$ cat src/hdl/kvs_pkg.sv
package kvs_pkg;

  localparam int MAX_KEYS = 64;
  localparam int AW = $clog2(MAX_KEYS);
  localparam int CW = AW + 1;

  localparam logic [1:0] MODE_APPEND = 2'd0;
  localparam logic [1:0] MODE_SAMPLE = 2'd1;
  localparam logic [1:0] MODE_CLEAR  = 2'd2;

  localparam logic [1:0] ST_OK    = 2'd0;
  localparam logic [1:0] ST_EMPTY = 2'd1;
  localparam logic [1:0] ST_FULL  = 2'd2;

  typedef struct packed {
    logic [1:0]  mode;
    logic [31:0] key_or_sample_time;
    logic signed [31:0] in_x;
    logic signed [31:0] in_y;
    logic signed [31:0] in_z;
  } in_item_t;

  typedef struct packed {
    logic signed [31:0] out_x;
    logic signed [31:0] out_y;
    logic signed [31:0] out_z;
    logic [1:0]  status;
  } out_item_t;

  // Selects what the datapath puts into the result register.
  localparam logic [1:0] RES_ZERO = 2'd0;
  localparam logic [1:0] RES_V0   = 2'd1;
  localparam logic [1:0] RES_BLND = 2'd2;

  typedef struct packed {
    logic          load_in;   // capture the input item
    logic          append;    // write key at count
    logic          clear;     // count goes to zero
    logic          rd_en;     // read memories at rd_addr
    logic [AW-1:0] rd_addr;
    logic          lat_t0;    // latch read data as left key
    logic          lat_t1;    // latch read data as right key
    logic          div_start;
    logic          div_step;
    logic          mul_start;
    logic          mul_step;
    logic          res_load;
    logic [1:0]    res_sel;
    logic [1:0]    res_status;
  } cmd_t;

  typedef struct packed {
    logic [1:0]    mode;
    logic [CW-1:0] count;
    logic          t_le_rd;   // t <= time just read
    logic          t0_le_t;   // left key time <= t
    logic          div_done;
    logic          mul_done;
  } sts_t;

endpackage

$ cat src/hdl/kvs_ctrl.sv
module kvs_ctrl (
  input  logic          clk,
  input  logic          rst_n,
  input  logic          in_valid,
  output logic          in_stall,
  output logic          out_valid,
  input  logic          out_stall,
  input  kvs_pkg::sts_t sts,
  output kvs_pkg::cmd_t cmd
);

  localparam logic [3:0] S_IDLE  = 4'd0;
  localparam logic [3:0] S_DEC   = 4'd1;
  localparam logic [3:0] S_RD0   = 4'd2;
  localparam logic [3:0] S_CHK0  = 4'd3;
  localparam logic [3:0] S_RDN   = 4'd4;
  localparam logic [3:0] S_CHKN  = 4'd5;
  localparam logic [3:0] S_DIV   = 4'd6;
  localparam logic [3:0] S_MUL0  = 4'd7;
  localparam logic [3:0] S_MUL   = 4'd8;
  localparam logic [3:0] S_LAST  = 4'd9;
  localparam logic [3:0] S_LASTV = 4'd10;
  localparam logic [3:0] S_OUT   = 4'd11;
  localparam logic [3:0] S_BLND  = 4'd12;

  logic [3:0] state_r, state_nxt;
  logic [kvs_pkg::AW-1:0] idx_r, idx_nxt;
  logic out_valid_r, out_valid_nxt;
  logic [kvs_pkg::CW-1:0] idx_ext;

  assign idx_ext = {1'b0, idx_r} + 1'b1;

  always_ff @(posedge clk) begin
    if (!rst_n) begin
      state_r     <= S_IDLE;
      idx_r       <= '0;
      out_valid_r <= 1'b0;
    end else begin
      state_r     <= state_nxt;
      idx_r       <= idx_nxt;
      out_valid_r <= out_valid_nxt;
    end
  end

  // Accept when idle and the result register is free.
  assign in_stall  = (state_r != S_IDLE) || out_valid_r;
  assign out_valid = out_valid_r;

  // Sequencer: decodes each item; a sample runs a linear search, then divide and multiply.
  always_comb begin
    state_nxt     = state_r;
    idx_nxt       = idx_r;
    out_valid_nxt = out_valid_r && out_stall;
    cmd           = '0;
    case (state_r)
      S_IDLE: begin
        if (in_valid && !out_valid_r) begin
          cmd.load_in = 1'b1;
          state_nxt   = S_DEC;
        end
      end
      S_DEC: begin
        cmd.res_sel    = kvs_pkg::RES_ZERO;
        cmd.res_status = kvs_pkg::ST_OK;
        case (sts.mode)
          kvs_pkg::MODE_APPEND: begin
            cmd.res_load = 1'b1;
            if (sts.count >= kvs_pkg::CW'(kvs_pkg::MAX_KEYS)) begin
              cmd.res_status = kvs_pkg::ST_FULL;
            end else begin
              cmd.append = 1'b1;
            end
            state_nxt = S_OUT;
          end
          kvs_pkg::MODE_SAMPLE: begin
            if (sts.count == '0) begin
              cmd.res_load   = 1'b1;
              cmd.res_status = kvs_pkg::ST_EMPTY;
              state_nxt      = S_OUT;
            end else begin
              cmd.rd_en   = 1'b1;
              cmd.rd_addr = '0;
              idx_nxt     = '0;
              state_nxt   = S_RD0;
            end
          end
          kvs_pkg::MODE_CLEAR: begin
            cmd.clear    = 1'b1;
            cmd.res_load = 1'b1;
            state_nxt    = S_OUT;
          end
          default: begin
            cmd.res_load = 1'b1;
            state_nxt    = S_OUT;
          end
        endcase
      end
      S_RD0: begin
        cmd.lat_t0 = 1'b1;
        state_nxt  = S_CHK0;
      end
      S_CHK0: begin
        if (sts.count == kvs_pkg::CW'(1) || sts.t_le_rd) begin
          cmd.res_load = 1'b1;
          cmd.res_sel  = kvs_pkg::RES_V0;
          state_nxt    = S_OUT;
        end else begin
          cmd.rd_en   = 1'b1;
          cmd.rd_addr = idx_r + 1'b1;
          state_nxt   = S_RDN;
        end
      end
      S_RDN: begin
        state_nxt = S_CHKN;
      end
      S_CHKN: begin
        // Right key is in the read register; left key in t0/v0.
        if (sts.t0_le_t && sts.t_le_rd) begin
          cmd.lat_t1    = 1'b1;
          cmd.div_start = 1'b1;
          state_nxt     = S_DIV;
        end else if (idx_ext + 1'b1 >= sts.count) begin
          cmd.rd_en   = 1'b1;
          cmd.rd_addr = kvs_pkg::AW'(sts.count - 1'b1);
          state_nxt   = S_LAST;
        end else begin
          cmd.lat_t0  = 1'b1;
          cmd.rd_en   = 1'b1;
          cmd.rd_addr = idx_r + 2'd2;
          idx_nxt     = idx_r + 1'b1;
          state_nxt   = S_RDN;
        end
      end
      S_DIV: begin
        if (sts.div_done) begin
          state_nxt = S_MUL0;
        end else begin
          cmd.div_step = 1'b1;
        end
      end
      S_MUL0: begin
        cmd.mul_start = 1'b1;
        state_nxt     = S_MUL;
      end
      S_MUL: begin
        if (sts.mul_done) begin
          state_nxt = S_BLND;
        end else begin
          cmd.mul_step = 1'b1;
        end
      end
      S_BLND: begin
        cmd.res_load = 1'b1;
        cmd.res_sel  = kvs_pkg::RES_BLND;
        state_nxt    = S_OUT;
      end
      S_LAST: begin
        cmd.lat_t0 = 1'b1;
        state_nxt  = S_LASTV;
      end
      S_LASTV: begin
        cmd.res_load = 1'b1;
        cmd.res_sel  = kvs_pkg::RES_V0;
        state_nxt    = S_OUT;
      end
      S_OUT: begin
        out_valid_nxt = 1'b1;
        state_nxt     = S_IDLE;
      end
      default: begin
        state_nxt = S_IDLE;
      end
    endcase
  end

endmodule

$ cat config.mk
export PLATFORM = sky130hd
export DESIGN_NAME = kvs_ctrl
export DESIGN_NICKNAME = d
export VERILOG_FILES = /design/src/hdl/kvs_pkg.sv /design/src/hdl/kvs_ctrl.sv
export SDC_FILE = /design/constraint.sdc
export NUM_CORES = 1
export LEC_CHECK = 0
export ABC_AREA = 1
export BUFFER_PORTS_ARGS = -buffer_cell sky130_fd_sc_hd__buf_2
export CAP_MARGIN = 20
export CORE_UTILIZATION = 45
export DETAILED_ROUTE_END_ITERATION = 10
export MAX_ROUTING_LAYER = met4
export PLACE_DENSITY = 0.76
export SETUP_SLACK_MARGIN = 0.2
export SKIP_LAST_GASP = 1
export SLEW_MARGIN = 5
export SYNTH_ARGS = -nofsm -noshare
export SYNTH_HDL_FRONTEND = slang
export SYNTH_SLANG_ARGS = --single-unit
$ cat constraint.sdc
create_clock -name clk -period 2.4 [get_ports clk]
set_clock_uncertainty 0.2 [all_clocks]
set_input_delay 0.12 -clock clk [delete_from_list [all_inputs] [get_ports clk]]
set_output_delay 0.12 -clock clk [all_outputs]
set_load 0.01 [all_outputs]
======== After elaboration in Yosys (flattened, before gate mapping) ========
Index checks and enable logic that the tools add are counted.
operators by class
  add/subtract/negate cells ............... 5
  $lt $le $gt $ge ......................... 2
  eq/ne operators ......................... 22
  multiplexer cells ....................... 44
  reductions and logical operators ........ 15
operators with widths
  operator                                                             number
  4-bit case mux with 11 select lines                                  1
  4-bit two-way mux                                                    8
  6-bit two-way mux                                                    5
  7-bit two-way mux                                                    3
  7-bit case mux with 3 select lines                                   1
  4-bit == test (second input constant)                                5
  4-bit by 3-bit == test with 1-bit output (second input constant)     4
  1-bit two-way mux                                                    15
  2-bit != test (second input constant)                                6
  3-bit case mux with 4 select lines                                   1
  6-bit case mux with 2 select lines                                   1
  2-bit two-way mux                                                    5
  4-bit by 2-bit == test with 1-bit output (second input constant)     2
  8-bit two-way mux                                                    1
  6-bit by 1-bit adder with 7-bit output (second input constant)       1
  7-bit by 1-bit adder with 7-bit output (second input constant)       1
  7-bit by 1-bit == test with 1-bit output (second input constant)     1
  7-bit greater-or-equal comparator                                    1
  7-bit greater-or-equal comparator (second input constant)            1
  7-bit logical NOT                                                    1
  6-bit by 1-bit adder with 6-bit output (second input constant)       1
  6-bit by 2-bit adder with 6-bit output (second input constant)       1
  6-bit by 1-bit subtractor with 6-bit output (second input constant)  1
  5-bit AND reduction                                                  1
  16 further kinds                                                     20
storage, ports and cells
  flip-flop bits (word level) ............. 11
  bits of input ports ..................... 17
  output and inout bits ................... 23
  logic and storage cells ................. 91

======== Logic depth before layout (Yosys ltp) ========
  depth after elaboration ................. 6
  gate-level depth with buffers ........... 14
  mapped depth without buffers ............ 13

======== Least setup slack after synthesis ========
Ideal clock, no wire load.
  path type ............................... flip-flop to output port
  from .................................... register idx_r[2] (netlist name)
  to ...................................... output cmd[15] (netlist name)
  arrival ................................. 1974 ps
  data required time ...................... 2080 ps
  setup slack ............................. 106 ps
  stages on the path, launching flop included .. 12
  buffers on the path ..................... 0
  cell sequence ........................... dfxtp_1 > ha_1 > nand2_1 > nor2_1 > xor2_1 > ha_1 > nand2_1 > inv_1 > a21oi_2 > nand2_1 > o211ai_1 > o21ai_0
RTL lines
  element                   line            RTL
  start: declaration        kvs_ctrl.sv:27  logic [kvs_pkg::AW-1:0] idx_r, idx_nxt;
  start signal: assignment  kvs_ctrl.sv:40  idx_r <= idx_nxt;
  end: declaration          kvs_ctrl.sv:9   output kvs_pkg::cmd_t cmd

==> results.py <==
metrics = {
    "setup_path": {
        "slowest_stage": "dfxtp_4",
        "cp.buffers_inverters": 3,
        "crit_required_ns": 2.08,
        "cpPeakStageDelay_ns": 0.37,
        "end_kind": "primary output",
        "cp_max_fo": 5,
        "cp-start-kind": "register",
        "crit_arrival_ns": 2.37,
        "worstPathCellList": "ha_4, nand2_2, nor2_2, xor2_1, ha_1, nand2_2, inv_2, a21oi_4, nand2_4, buf_4, nand2_4, o211ai_1, buf_2",
        "path_delay_family": "adder cells",
        "worstSetupPathType": "register to primary output",
    },
    "sta": {
        "finalHoldViolations": 0,
        "worst_hold_slack_ns": 0.07751,
        "relSlewSlack_pct": 81.06,
        "setup_viol": 9,
        "period_needed_ns": 2.693,
        "finalWorstSetupSlack_ns": -0.2935,
        "slew_viol_final": 0,
        "grt_setup_unrepaired": "yes",
        "max_freq_mhz": 371.3,
        "timing.final.crit_share_pct": 112.2,
        "worstMarginPinSlew_ns": 0.2835,
    },
    "floorplanning": {
        "start_util_pct": 47.82,
        "die-area_mm2": 0.003177,
        "row_count": 19,
        "io_pins": 40,
        "coreArea_mm2": 0.002781,
        "fp.dieW_um": 56.37,
        "die_y_um": 56.37,
    },
    "global_route": {
        "grtUsageTotal_pct": 24.02,
        "grt_pass1_vias": 1438,
        "grt_pass1_wl_um": 5961,
        "grt_overflow": 0,
        "antenna_found_initial": 0,
        "grt_max_degree": 9,
    },
    "clock_network": {
        "insertion_delay_ns": 0.27,
        "cts_tree": "yes",
        "cts.sinks": 11,
        "clk_path_buf_depth": 2,
        "numCtsBuffers": 3,
        "path_clk_slew_ns": 0.07,
        "ctsRootBufferMaster": "clkbuf_4",
        "htreeDepth": 1,
    },
    "synth": {
        "synth-adder-area-share_pct": 10.35,
        "synthMuxAreaShare_pct": 0.7526,
        "synth_compound_area_share_pct": 11.01,
        "yosysWarnings": 0,
        "synth.distinct_cells": 32,
        "syn-instance-count": 222,
        "synth_seq_cells": 11,
        "yosys.area_share.simple_pct": 42.62,
        "synth.yosys.seq_area_share_pct": 16.56,
        "synth_xor_area_share_pct": 5.927,
        "synth_nets": 250,
        "synth_top_family_by_area": "simple AND/OR/NAND/NOR gates",
        "synth.cell_area_mm2": 0.001330,
        "postSynthAreaPerCell_um2": 5.991,
    },
    "place": {
        "portBuffers": 39,
        "routabilityCongestion": 0.8799,
        "placed_cell_area_mm2": 0.001603,
        "hpwl_um": 2675,
    },
    "status": {
        "status": "complete, but fails checks",
        "failed_checks": "setup timing",
    },
    "finish": {
        "design_area_mm2": 0.001856,
        "nets": 307,
        "drive_gt1_share_pct": 34.89,
        "diodes": 0,
        "fillCellCount": 282,
        "area_delta_synth_final_pct": 39.51,
    },
    "routing": {
        "drt_iter0_drc": 46,
        "post-route-drc-count": 0,
        "wl_per_cell_um": 11.73,
        "wl_um": 3626,
        "via_per_inst": 5.052,
        "vias": 1561,
        "postRouteAntennaNets": 0,
        "first_pass_iters": 4,
    },
    "power": {
        "powerDensity_mw_per_mm2": 660.7,
        "leakagePower_nw": 1.034,
        "vdd_drop_max_mv": 0.6844,
        "p_total_mw": 1.226,
    },
    "flow_run": {
        "drv_cap": 0,
    },
    "hold_path": {
        "min_path_type": "input port to register",
    },
}
-- tightest hold or removal path: cells and delay by family --
family | cells | cell delay (ns)
and+or+nand+nor | 3 | 0.23
buffers and inverters | 2 | 0.16
-- sequential cells by signal, summed over array words and instances, names as in the netlist --
name	count
idx_r	6
state_r	4
out_valid	1
-- timing repair --
action | 4_1_cts | 5_1_grt
buffers inserted | 5 | 2
setup endpoints to repair | 15 | 16
resized for setup | 23 | 18
pin swaps | 11 | 15
hold buffers | 3 | 0
endpoints found under the hold margin | 8 | 0
-- metal layers --
metal,up-vias,share of wire [%],GRT usage (%)
li1,815,-,-
met1,701,44,27.61
met2,37,50,44.22
met3,8,4.2,4.608
met4,0,1.3,3.136
met5,-,0,-
-- cells in the mapped netlist (all sizes together) --
library cell / n / area [um^2]
mux2i: 1 / 10.01
dfxtp: 11 / 220.2
nor2: 37 / 165.2
nand3b: 1 / 7.510
xor2: 7 / 61.31
buf: 2 / 12.51
nor3b: 1 / 7.510
xnor2: 2 / 17.52
nand4: 2 / 12.51
a21oi: 9 / 52.55
nand2: 60 / 242.7
nor4: 1 / 6.260
a41oi: 1 / 8.760
or2: 2 / 12.51
nor3: 5 / 30.03
ha: 11 / 137.6
o21ai: 8 / 40.03
nand3: 13 / 82.58
inv: 42 / 157.6
o211ai: 6 / 45.04
-- layout by cell type, fill, tap and decap left out, types with 3 or more instances in the layout --
| cell | synthesis | final |
|---|---|---|
| buf_4 | 1 | 9 |
| nand2_1 | 57 | 48 |
| dfxtp_1 | 11 | 7 |
| o21ai_0 | 7 | 4 |
| nand2_2 | 1 | 8 |
| nand3_1 | 11 | 11 |
| ha_1 | 11 | 8 |
| dlygate4sd3_1 | 0 | 3 |
| clkbuf_4 | 0 | 3 |
| o21ai_1 | 1 | 3 |
| o211ai_1 | 6 | 6 |
| nor2_1 | 34 | 27 |
| buf_6 | 0 | 4 |
| dfxtp_2 | 0 | 3 |
| a21oi_1 | 7 | 7 |
| xor2_1 | 7 | 7 |
| inv_2 | 3 | 4 |
| nor2_2 | 1 | 5 |
| nor2_4 | 1 | 4 |
| ha_4 | 0 | 3 |
| inv_1 | 39 | 36 |
| nand2_4 | 2 | 3 |
| buf_2 | 1 | 38 |
| nor3_1 | 4 | 4 |
-- report_power, final --
group | internal [mW] | switching, mW
registers | 0.236 | 0.0583
logic | 0.325 | 0.479
clock network | 0.0645 | 0.0639
-- worst paths after layout --
path | from | slack [ns] | cells past startpoint | endpoint
hold reg to reg | out_valid | 0.27 | 2 | out_valid
hold / removal | sts[0] | 0.08 | 5 | state_r[0]
setup reg to reg | idx_r[1] | -0.11 | 15 | state_r[3]
setup / recovery | idx_r[1] | -0.29 | 13 | cmd[16]
-- final cells by class --
class	instances	area [um^2]	share of cell area [%]
Inverter	42	167.7	9.036
Sequential cell	11	227.7	12.27
Tap cell	31	38.79	2.090
Multi-Input combinational cell	167	1062	57.25
Timing Repair Buffer	54	332.8	17.94
Clock buffer	4	26.28	1.416
-- cell families after synthesis --
family,Yosys count
buffers and inverters,44
adders and majority gates,11
DFF,11
AOI/OAI and AO/OA,24
and+or+nand+nor,122
xor gates and xnor gates,9
muxes,1
-- stage by stage --
step	instances	utilization [%]	setup WS (ns)	setup TNS, ns
2_1_floorplan	222	-	0.2275	0
3_3_place_gp	295	57.62	0.08754	0
3_5_place_dp	295	57.62	-0.00006906	-0.00006906
4_1_cts	307	63.52	-0.2514	-1.340
5_1_grt	309	66.71	-0.4305	-3.589
6_report	309	66.71	-0.2935	-1.994
No activity file was read; power rests on OpenSTA's default activity.
